## src/rtl/lpts_pkg.sv

```systemverilog
// ----------------------------------------------------------------------------
// lpts_pkg
// Shared types and constants of the LRU page tag store: sizes, function
// and status codes, request/response structs and cell control.
// ----------------------------------------------------------------------------
package lpts_pkg;

    // number of cells in the chain (store capacity)
    localparam int N_CELLS = 32;
    localparam int IDX_W   = $clog2(N_CELLS);
    localparam int CNT_W   = $clog2(N_CELLS + 1);

    // fixed field widths
    localparam int CFG_W  = 6;
    localparam int FUNC_W = 3;
    localparam int KEY_W  = 32;
    localparam int STAT_W = 2;

    // capacity register value after reset
    localparam logic [CFG_W-1:0] CAP_RESET = CFG_W'(32);

    // function codes
    localparam logic [FUNC_W-1:0] FN_LOOKUP = 3'd0;
    localparam logic [FUNC_W-1:0] FN_INSERT = 3'd1;
    localparam logic [FUNC_W-1:0] FN_TOUCH  = 3'd2;
    localparam logic [FUNC_W-1:0] FN_LIST   = 3'd3;
    localparam logic [FUNC_W-1:0] FN_DROP   = 3'd4;

    // status codes
    localparam logic [STAT_W-1:0] ST_OK      = 2'd0;
    localparam logic [STAT_W-1:0] ST_MISSING = 2'd1;
    localparam logic [STAT_W-1:0] ST_DUP     = 2'd2;

    typedef struct packed {
        logic [FUNC_W-1:0] func;
        logic [KEY_W-1:0]  file_number;
        logic [KEY_W-1:0]  page_number;
    } t_req;

    typedef struct packed {
        logic              hit;
        logic              evicted;
        logic [KEY_W-1:0]  out_file;
        logic [KEY_W-1:0]  out_page;
        logic [STAT_W-1:0] status;
        logic              last;
    } t_rsp;

    typedef struct packed {
        logic [KEY_W-1:0] file;
        logic [KEY_W-1:0] page;
    } t_key;

    typedef struct packed {
        logic             valid;
        logic [KEY_W-1:0] file;
        logic [KEY_W-1:0] page;
    } t_entry;

    typedef struct packed {
        logic shift;
        logic clear;
    } t_cell_ctl;

    typedef struct packed {
        logic             found;
        logic             more;
        logic [KEY_W-1:0] page;
    } t_scan_res;

endpackage

```

## src/rtl/lpts_cell.sv

```systemverilog
// ----------------------------------------------------------------------------
// lpts_cell
// One entry of the recency chain. Takes its neighbor's entry when shifted,
// and compares its own entry against the broadcast key.
// ----------------------------------------------------------------------------
module lpts_cell (
    input  logic               i_clk,
    input  logic               i_rst_n,
    input  lpts_pkg::t_cell_ctl i_ctl,
    input  lpts_pkg::t_entry   i_nbr,
    input  lpts_pkg::t_key     i_key,
    output lpts_pkg::t_entry   o_ent,
    output logic               o_match
);

    logic                       r_valid;
    logic [lpts_pkg::KEY_W-1:0] r_file;
    logic [lpts_pkg::KEY_W-1:0] r_page;

    // valid bit: cleared by drop, follows neighbor on shift
    always_ff @(posedge i_clk) begin
        if (!i_rst_n) begin
            r_valid <= 1'b0;
        end else if (i_ctl.clear) begin
            r_valid <= 1'b0;
        end else if (i_ctl.shift) begin
            r_valid <= i_nbr.valid;
        end
    end

    // tag payload
    always_ff @(posedge i_clk) begin
        if (i_ctl.shift) begin
            r_file <= i_nbr.file;
            r_page <= i_nbr.page;
        end
    end

    // key compare
    assign o_match = r_valid && (r_file == i_key.file) && (r_page == i_key.page);

    assign o_ent = '{valid: r_valid, file: r_file, page: r_page};

endmodule

```

## src/rtl/lpts_scan.sv

```systemverilog
// ----------------------------------------------------------------------------
// lpts_scan
// List sweep tracker. Watches the entry leaving the ring each sweep cycle and
// keeps the smallest and second smallest page above the last listed one.
// ----------------------------------------------------------------------------
module lpts_scan (
    input  logic                       i_clk,
    input  logic                       i_rst_n,
    input  logic                       i_clr,
    input  logic                       i_en,
    input  logic                       i_end,
    input  logic [lpts_pkg::KEY_W-1:0] i_file,
    input  lpts_pkg::t_entry           i_ent,
    output lpts_pkg::t_scan_res        o_res
);

    logic                       r_found1;
    logic                       r_found2;
    logic                       r_have_prev;
    logic [lpts_pkg::KEY_W-1:0] r_best;
    logic [lpts_pkg::KEY_W-1:0] r_second;
    logic [lpts_pkg::KEY_W-1:0] r_prev;

    logic                       n_found1;
    logic                       n_found2;
    logic [lpts_pkg::KEY_W-1:0] n_best;
    logic [lpts_pkg::KEY_W-1:0] n_second;
    logic                       w_cand;

    // candidate: same file, above the previous listed page
    assign w_cand = i_en && i_ent.valid && (i_ent.file == i_file) &&
                    (!r_have_prev || (i_ent.page > r_prev));

    // insert candidate into the two smallest
    always_comb begin
        n_found1 = r_found1;
        n_found2 = r_found2;
        n_best   = r_best;
        n_second = r_second;
        if (w_cand) begin
            if (!r_found1 || (i_ent.page < r_best)) begin
                n_second = r_best;
                n_found2 = r_found1;
                n_best   = i_ent.page;
                n_found1 = 1'b1;
            end else if (!r_found2 || (i_ent.page < r_second)) begin
                n_second = i_ent.page;
                n_found2 = 1'b1;
            end
        end
    end

    // sweep result as of this cycle
    assign o_res = '{found: n_found1, more: n_found2, page: n_best};

    // tracker control
    always_ff @(posedge i_clk) begin
        if (!i_rst_n) begin
            r_found1    <= 1'b0;
            r_found2    <= 1'b0;
            r_have_prev <= 1'b0;
        end else if (i_clr) begin
            r_found1    <= 1'b0;
            r_found2    <= 1'b0;
            r_have_prev <= 1'b0;
        end else if (i_en) begin
            if (i_end) begin
                r_found1    <= 1'b0;
                r_found2    <= 1'b0;
                r_have_prev <= r_have_prev | n_found1;
            end else begin
                r_found1 <= n_found1;
                r_found2 <= n_found2;
            end
        end
    end

    // tracker payload
    always_ff @(posedge i_clk) begin
        if (i_en) begin
            r_best   <= n_best;
            r_second <= n_second;
            if (i_end && n_found1) begin
                r_prev <= n_best;
            end
        end
    end

endmodule

```

## src/rtl/lru_page_tag_store_core.sv

```systemverilog
// ----------------------------------------------------------------------------
// lru_page_tag_store_core
// Fully associative page tag directory with least-recently-used replacement,
// built as a chain of cells ordered by recency.
// ----------------------------------------------------------------------------
// Lookup, insert, touch, drop and unknown functions: the key is compared
// against all cells in the accept cycle, and the chain shifts and the result
// is registered in the next. List rotates the whole ring once per listed page
// (at least once), and results arrive one per ring rotation. busy stays high
// until the final result (last set) is on the outputs. Every result is shown on
// o_rsp for one cycle with o_done high and cannot be held off. The capacity
// register is written through i_cfg_valid/o_cfg_ready; the user must write it
// only while the block is idle, which the block itself does not enforce; its
// ready is always high.
// ----------------------------------------------------------------------------
module lru_page_tag_store_core (
    input  logic                       i_clk,
    input  logic                       i_rst_n,
    input  logic                       start,
    input  lpts_pkg::t_req             i_req,
    output logic                       busy,
    output logic                       o_done,
    output lpts_pkg::t_rsp             o_rsp,
    input  logic                       i_cfg_valid,
    output logic                       o_cfg_ready,
    input  logic [lpts_pkg::CFG_W-1:0] i_cfg_data
);

    localparam int N     = lpts_pkg::N_CELLS;
    localparam int IDX_W = lpts_pkg::IDX_W;
    localparam int CNT_W = lpts_pkg::CNT_W;

    typedef enum logic [1:0] {
        S_IDLE,
        S_EXEC,
        S_LIST
    } t_state;

    t_state                         r_state, n_state;
    logic                           r_done, n_done;
    lpts_pkg::t_rsp                 r_rsp, n_rsp;
    logic [lpts_pkg::FUNC_W-1:0]    r_func, n_func;
    lpts_pkg::t_key                 r_key, n_key;
    logic [N-1:0]                   r_match, n_match;
    logic [CNT_W-1:0]               r_occ, n_occ;
    logic [lpts_pkg::CFG_W-1:0]     r_cap, n_cap;
    logic [IDX_W-1:0]               r_step, n_step;

    lpts_pkg::t_entry               w_ent [N];
    logic [N-1:0]                   w_hit;
    logic [N-1:0]                   w_valid;
    lpts_pkg::t_cell_ctl            w_ctl [N];
    lpts_pkg::t_entry               w_head;
    lpts_pkg::t_key                 w_cmp_key;
    lpts_pkg::t_scan_res            w_scan;

    logic                           w_accept;
    logic                           w_rotate;
    logic                           w_upd;
    logic                           w_drop;
    logic                           w_any;
    logic [IDX_W-1:0]               w_k;
    logic [CNT_W-1:0]               w_cap_eff;
    logic                           w_full;
    logic [CNT_W-1:0]               w_occ_m1;
    logic [CNT_W-1:0]               w_bound;
    logic [N-1:0]                   w_le;
    lpts_pkg::t_entry               w_victim;
    logic                           w_sweep_end;

    assign w_accept    = start && !busy;
    assign busy        = (r_state != S_IDLE);
    assign o_cfg_ready = 1'b1;
    assign o_done      = r_done;
    assign o_rsp       = r_rsp;
    assign w_rotate    = (r_state == S_LIST);
    assign w_sweep_end = w_rotate && (r_step == IDX_W'(N - 1));

    // incoming key is compared in the accept cycle
    assign w_cmp_key = '{file: i_req.file_number, page: i_req.page_number};

    // head of chain: new most recent entry, or ring wrap during a list
    assign w_head = w_rotate ? w_ent[N-1]
                             : lpts_pkg::t_entry'{valid: 1'b1, file: r_key.file,
                                                  page: r_key.page};

    // cell chain
    for (genvar g = 0; g < N; g++) begin : g_cell
        if (g == 0) begin : g_first
            lpts_cell u_cell (
                .i_clk   (i_clk),
                .i_rst_n (i_rst_n),
                .i_ctl   (w_ctl[g]),
                .i_nbr   (w_head),
                .i_key   (w_cmp_key),
                .o_ent   (w_ent[g]),
                .o_match (w_hit[g])
            );
        end else begin : g_rest
            lpts_cell u_cell (
                .i_clk   (i_clk),
                .i_rst_n (i_rst_n),
                .i_ctl   (w_ctl[g]),
                .i_nbr   (w_ent[g-1]),
                .i_key   (w_cmp_key),
                .o_ent   (w_ent[g]),
                .o_match (w_hit[g])
            );
        end
        assign w_valid[g] = w_ent[g].valid;
        assign w_le[g]    = (CNT_W'(g) <= w_bound);
        assign w_ctl[g]   = '{shift: (w_upd && w_le[g]) || w_rotate, clear: w_drop};
    end

    // list sweep tracker
    lpts_scan u_scan (
        .i_clk   (i_clk),
        .i_rst_n (i_rst_n),
        .i_clr   ((r_state == S_EXEC) && (r_func == lpts_pkg::FN_LIST)),
        .i_en    (w_rotate),
        .i_end   (w_sweep_end),
        .i_file  (r_key.file),
        .i_ent   (w_ent[N-1]),
        .o_res   (w_scan)
    );

    // matched cell position
    always_comb begin
        w_k = '0;
        for (int i = 0; i < N; i++) begin
            if (r_match[i]) begin
                w_k = w_k | IDX_W'(i);
            end
        end
    end
    assign w_any = |r_match;

    // effective capacity, clamped to 1..N
    always_comb begin
        if (r_cap == '0) begin
            w_cap_eff = CNT_W'(1);
        end else if (int'(r_cap) > N) begin
            w_cap_eff = CNT_W'(N);
        end else begin
            w_cap_eff = CNT_W'(r_cap);
        end
    end

    // least recent entry sits at the end of the valid run
    assign w_full   = (r_occ >= w_cap_eff) && (r_occ != '0);
    assign w_occ_m1 = r_occ - CNT_W'(1);
    assign w_victim = w_ent[w_occ_m1[IDX_W-1:0]];

    // chain update for the current function
    always_comb begin
        w_upd   = 1'b0;
        w_drop  = 1'b0;
        w_bound = r_occ;
        if (r_state == S_EXEC) begin
            case (r_func)
                lpts_pkg::FN_INSERT: begin
                    w_upd   = !w_any;
                    w_bound = w_full ? w_occ_m1 : r_occ;
                end
                lpts_pkg::FN_TOUCH: begin
                    w_upd   = w_any;
                    w_bound = CNT_W'(w_k);
                end
                lpts_pkg::FN_DROP: begin
                    w_drop = 1'b1;
                end
                default: begin
                    w_upd = 1'b0;
                end
            endcase
        end
    end

    // next state and response
    always_comb begin
        n_state = r_state;
        n_done  = 1'b0;
        n_rsp   = r_rsp;
        n_func  = r_func;
        n_key   = r_key;
        n_match = r_match;
        n_occ   = r_occ;
        n_cap   = i_cfg_valid ? i_cfg_data : r_cap;
        n_step  = r_step;
        case (r_state)
            S_IDLE: begin
                if (w_accept) begin
                    n_state = S_EXEC;
                    n_func  = i_req.func;
                    n_key   = w_cmp_key;
                    n_match = w_hit;
                end
            end
            S_EXEC: begin
                n_rsp      = '0;
                n_rsp.last = 1'b1;
                n_done     = 1'b1;
                n_state    = S_IDLE;
                case (r_func)
                    lpts_pkg::FN_LOOKUP: begin
                        n_rsp.hit = w_any;
                    end
                    lpts_pkg::FN_INSERT: begin
                        if (w_any) begin
                            n_rsp.status = lpts_pkg::ST_DUP;
                        end else if (w_full) begin
                            n_rsp.evicted  = 1'b1;
                            n_rsp.out_file = w_victim.file;
                            n_rsp.out_page = w_victim.page;
                        end else begin
                            n_occ = r_occ + CNT_W'(1);
                        end
                    end
                    lpts_pkg::FN_TOUCH: begin
                        if (!w_any) begin
                            n_rsp.status = lpts_pkg::ST_MISSING;
                        end
                    end
                    lpts_pkg::FN_LIST: begin
                        n_done  = 1'b0;
                        n_rsp   = r_rsp;
                        n_state = S_LIST;
                        n_step  = '0;
                    end
                    lpts_pkg::FN_DROP: begin
                        n_occ = '0;
                    end
                    default: begin
                        n_rsp.last = 1'b1;
                    end
                endcase
            end
            S_LIST: begin
                n_step = r_step + IDX_W'(1);
                if (w_sweep_end) begin
                    n_step         = '0;
                    n_done         = 1'b1;
                    n_rsp          = '0;
                    n_rsp.hit      = w_scan.found;
                    n_rsp.out_page = w_scan.found ? w_scan.page : '0;
                    n_rsp.last     = !w_scan.found || !w_scan.more;
                    if (n_rsp.last) begin
                        n_state = S_IDLE;
                    end
                end
            end
            default: begin
                n_state = S_IDLE;
            end
        endcase
    end

    // state and registered outputs
    always_ff @(posedge i_clk) begin
        if (!i_rst_n) begin
            r_state <= S_IDLE;
            r_done  <= 1'b0;
            r_occ   <= '0;
            r_cap   <= lpts_pkg::CAP_RESET;
            r_step  <= '0;
        end else begin
            r_state <= n_state;
            r_done  <= n_done;
            r_occ   <= n_occ;
            r_cap   <= n_cap;
            r_step  <= n_step;
        end
        r_rsp   <= n_rsp;
        r_func  <= n_func;
        r_key   <= n_key;
        r_match <= n_match;
    end

    // keys are unique, so at most one cell matches
    a_match_unique: assert property (@(posedge i_clk) disable iff (!i_rst_n)
        (r_state == S_EXEC) |-> $onehot0(r_match))
        else $error("more than one cell matched the key");

    // valid cells and occupancy agree whenever idle
    a_occ_count: assert property (@(posedge i_clk) disable iff (!i_rst_n)
        (r_state == S_IDLE) |-> ($countones(w_valid) == int'(r_occ)))
        else $error("occupancy differs from valid cell count");

    // valid cells form one run from the most recent end
    a_valid_run: assert property (@(posedge i_clk) disable iff (!i_rst_n)
        (r_state == S_IDLE) |-> ((w_valid & (w_valid + N'(1))) == '0))
        else $error("valid cells are not contiguous");

    // busy only drops with a final result
    a_busy_end: assert property (@(posedge i_clk) disable iff (!i_rst_n)
        $fell(busy) |-> (o_done && o_rsp.last))
        else $error("busy fell without a final result");

    // a result that is not final keeps the block busy
    a_more_busy: assert property (@(posedge i_clk) disable iff (!i_rst_n)
        (o_done && !o_rsp.last) |-> busy)
        else $error("non-final result while idle");

endmodule

```

## config.mk

```make
export PLATFORM = sky130hd
export DESIGN_NAME = lru_page_tag_store_core
export DESIGN_NICKNAME = d
export VERILOG_FILES = /design/src/rtl/lpts_pkg.sv /design/src/rtl/lpts_cell.sv /design/src/rtl/lpts_scan.sv /design/src/rtl/lru_page_tag_store_core.sv
export SDC_FILE = /design/constraint.sdc
export NUM_CORES = 2
export LEC_CHECK = 0
export BUFFER_PORTS_ARGS = -buffer_cell sky130_fd_sc_hd__clkbuf_2
export CAP_MARGIN = 20
export CORE_UTILIZATION = 50
export DETAILED_ROUTE_END_ITERATION = 6
export MAX_ROUTING_LAYER = met4
export PLACE_DENSITY = 0.62
export REMOVE_ABC_BUFFERS = 1
export SYNTH_ARGS = -nofsm -noshare
export SYNTH_HDL_FRONTEND = slang
export SYNTH_HIERARCHICAL = 1
export SYNTH_SLANG_ARGS = --single-unit
```

## constraint.sdc

```tcl
create_clock -name i_clk -period 10.5 [get_ports i_clk]
set_input_delay 1.05 -clock i_clk [delete_from_list [all_inputs] [get_ports i_clk]]
set_output_delay 1.05 -clock i_clk [all_outputs]
set_load 0.02 [all_outputs]
```

==> impl_metrics.env <==
export IMPL_rrSetupSlack_ns=4.73
export IMPL_cp_required_ns=11.04
export IMPL_rows=175
export IMPL_cts_tree="built"
export IMPL_worst_path_max_delay_cell="o21ai_4"
export IMPL_power_leakage_nw=41.4
export IMPL_synth_flop_cell="edfxtp_1"
export IMPL_wl_per_cell_um=37.2
export IMPL_grt_pass1_wl_mm=552
export IMPL_r2r_cells=12
export IMPL_ys_seq_area_share_pct=60.6
export IMPL_crit_family="compound AO/OA/AOI/OAI gates"
export IMPL_r2r_end="g_cell[13].g_rest.u_cell/r_file[6]$_DFFE_PP_"
export IMPL_syn_area_um2=115000
export IMPL_rsz0062_at_grt="false"
export IMPL_start_util_pct=50.4
export IMPL_min_period_ns=5.77
export IMPL_crit_path_cell_trace="inv_1 > ha_1 > nor3b_1 > o211ai_1 > nand4_1 > mux2i_1 > nor2_1 > buf_4 > nand2_2 > o21ai_1 > o21ai_4 > buf_4"
export IMPL_fin_area_um2=129000
export IMPL_power_per_cell_area_nw_per_um2=160
export IMPL_die_h_um=481
export IMPL_max_stage_delay_ns=0.92
export IMPL_seqCellArea_um2=69600
export IMPL_cts_num_sinks=2335
export IMPL_tightest_slew_ns=1.35
export IMPL_dp_slack_ns=4.81
export IMPL_numCtsBuffers=277
export IMPL_cp_start_kind="flip-flop"
export IMPL_max_vdd_ir_drop_mv=0.111
export IMPL_async_reset_ff_share_pct=0
export IMPL_fillerInstances=17900
export IMPL_area_delta_synth_final_pct=12.4
export IMPL_fin_skew_ns=0.0542
export IMPL_grt_pass1_vias=68200
export IMPL_synth_edf_count=2280
export IMPL_port_buffers=147
export IMPL_root_buffer="clkbuf_16"
export IMPL_nets=7604
export IMPL_tns_ns=0
export IMPL_crit_path_frequent_cell="buf_4"
export IMPL_post_cts_resized=0
export IMPL_syn_avg_cell_area_um2=16.3
export IMPL_hold_end="r_func[0]$_DFFE_PP_"
export IMPL_clock_path_buffers=4
export IMPL_cts_clk_slew_worst_paths_ns=0.06
export IMPL_via_per_inst=6.66
export IMPL_fmax_ghz=0.173
export IMPL_r2r_start="r_occ[0]$_SDFFE_PN0P_"
export IMPL_overflow=0
export IMPL_period_share_pct=54.9
export IMPL_power_mw=20.6
export IMPL_die_area_um2=232000
export IMPL_post_cts_buffers=0
export IMPL_path_max_fanout=45
export IMPL_cp_end_kind="flip-flop"
export IMPL_post_route_util_pct=56.6
export IMPL_track_usage_pct=35.2
export IMPL_arrival_ns=6.31
export IMPL_status="finished with violations"
export IMPL_worstSkewPairLatency_ns=0.97
export IMPL_netlist_instances=7041
export IMPL_path_class="flip-flop to flip-flop"
export IMPL_core_um2=228000
export IMPL_hold_depth=1
export IMPL_finalSetupViolCount=0
export IMPL_place_hpwl_mm=276
export IMPL_hold_class="input port to flip-flop"
export IMPL_multi_input_area_um2=43900
export IMPL_antenna_found_initial=29
export IMPL_ys_warn_count=6
export IMPL_final_max_slew_viol_count=0
export IMPL_ant_nets=0
export IMPL_io_pins=149
export IMPL_gp_congestion=1.02
export IMPL_yosys_cell_types_count=78
export IMPL_num_vias=71100
export IMPL_drv_cap=0
export IMPL_h_tree_depth=5
export IMPL_crit_buf_inv=3
export IMPL_drc_errors=13
export IMPL_slew_headroom_pct=9.12
export IMPL_violations="DRC"
export IMPL_wirelength_mm=397
export IMPL_drive_gt1_share_pct=21.1
export IMPL_hold_viol_final=0
export IMPL_postPlaceCellArea_um2=120000
export IMPL_final_common_cell="edfxtp_1"
export IMPL_grt_start_max_net_pins=112
export IMPL_hp_start="i_req[64]"
export IMPL_die_w_um=481
export IMPL_worst_slack_ns=4.73
export IMPL_ys_ff_latch=2335
export IMPL_ctsHoldBuffers=0
export IMPL_firstDrtPassIters=7
export IMPL_mostFrequentLayoutCells="edfxtp_1, xor2_1, xnor2_1"
export IMPL_drt_iter0_markers=10900
## worst max-delay path by stage
| stage | startpoint | end | depth (start not counted) |
|---|---|---|---|
| final | r_occ[0]$_SDFFE_PN0P_ | g_cell[13].g_rest.u_cell/r_file[6]$_DFFE_PP_ | 12 |
| after detailed placement | r_occ[0]$_SDFFE_PN0P_ | g_cell[13].g_rest.u_cell/r_valid$_SDFFE_PP0P_ | 14 |
| after global placement | r_occ[0]$_SDFFE_PN0P_ | g_cell[15].g_rest.u_cell/r_valid$_SDFFE_PP0P_ | 14 |
| after CTS | r_occ[0]$_SDFFE_PN0P_ | g_cell[15].g_rest.u_cell/r_valid$_SDFFE_PP0P_ | 14 |
| after global routing | r_occ[0]$_SDFFE_PN0P_ | g_cell[15].g_rest.u_cell/r_valid$_SDFFE_PP0P_ | 14 |
| after floorplan | r_occ[0]$_SDFFE_PN0P_ | g_cell[13].g_rest.u_cell/r_valid$_SDFFE_PP0P_ | 9 |
## synthesized netlist by cell type (15+ instances only)
cell type  instances  area share [%]
mux2_4            30            0.39
xnor2_1          830             6.3
nand3_1           45            0.20
inv_1            277            0.91
o21ai_0           59            0.26
mux2_2            69            0.68
mux2i_1           71            0.62
nor3_1            44            0.19
nand2_1          136            0.44
nor3b_1           40            0.26
o221ai_1          32            0.24
nand4_1          290             1.6
buf_1             66            0.22
ha_1              76            0.83
nor2_1            57            0.19
nor4_1           273             1.5
clkbuf_1          98            0.32
buf_4             35            0.23
dfxtp_1           55            0.96
a221oi_2          32            0.42
edfxtp_1        2280              60
buf_2             17           0.074
and4_1            33            0.25
xor2_1          1067             8.1
o22ai_1           64            0.35
a21oi_1          115            0.50
a222oi_1          32            0.28
a21o_1            15           0.098
mux4_2           640              13
nor4_2            64            0.70
## state kept, by name, summed over array words and instances (netlist names), 5 cells and up
name and count:
g_cell.g_first.u_cell/r_page 32, r_match 32, g_cell.g_rest.u_cell/r_file 992, r_key 64
r_step 5, r_occ 6, u_scan/r_best 32, r_cap 6
g_cell.g_rest.u_cell/r_page 992, g_cell.g_first.u_cell/r_file 32, g_cell.g_rest.u_cell/r_valid 31, o_rsp 69
u_scan/r_prev 32
## layout make-up
class,count,area share [%]
Clock inverter,121,0.744
Inverter,277,0.811
Antenna cell,23,0.0446
Tap cell,3009,2.92
Clock buffer,346,5.70
Multi-Input combinational cell,4209,34.0
Sequential cell,2335,53.9
Timing Repair Buffer,351,1.90
## through the flow
step	std cells	hold slack (ns)
2_1_floorplan	6821	0.429
3_3_place_gp	10200	0.436
3_5_place_dp	10200	0.449
4_1_cts	10600	0.431
5_1_grt	10700	0.411
6_report	10700	0.446
## worst register-to-register path, cell delays in order (launching register included)
cell	delay, ns
dfxtp_4	0.67
inv_1	0.22
ha_1	0.24
nor3b_1	0.14
o211ai_1	0.46
nand4_1	0.20
mux2i_1	0.57
nor2_1	0.11
buf_4	0.25
nand2_2	0.16
o21ai_1	0.33
o21ai_4	0.92
buf_4	0.85
## where the power goes
| group | leakage [nW] | internal, mW | switching [mW] |
|---|---|---|---|
| clock network | 4.06 | 5.33 | 3.84 |
| registers | 20.8 | 10.2 | 0.0570 |
| logic | 16.5 | 0.456 | 0.778 |
## layer usage
layer  vias to the layer above  global-route usage [%]  part of all wire [%]  wire length, µm
met5                         -                       -                     0                0
met1                     37300                    48.3                    40           160000
li1                      28500                       -                     -                -
met4                         0                    15.1                   4.9            19300
met3                       743                    8.15                    10            41700
met2                      4517                    50.5                    44           177000
## cell families after synthesis
family | count (synthesis) | share of synthesized area, %
other cells | 1 | 0.00326
mux | 810 | 14.2
xor+xnor | 1897 | 14.5
compound gates | 392 | 2.48
simple gates | 1033 | 5.64
flops | 2335 | 60.6
buf+inv | 497 | 1.78
fa+ha+maj | 76 | 0.828
No activity file was read; power rests on OpenSTA's default activity.
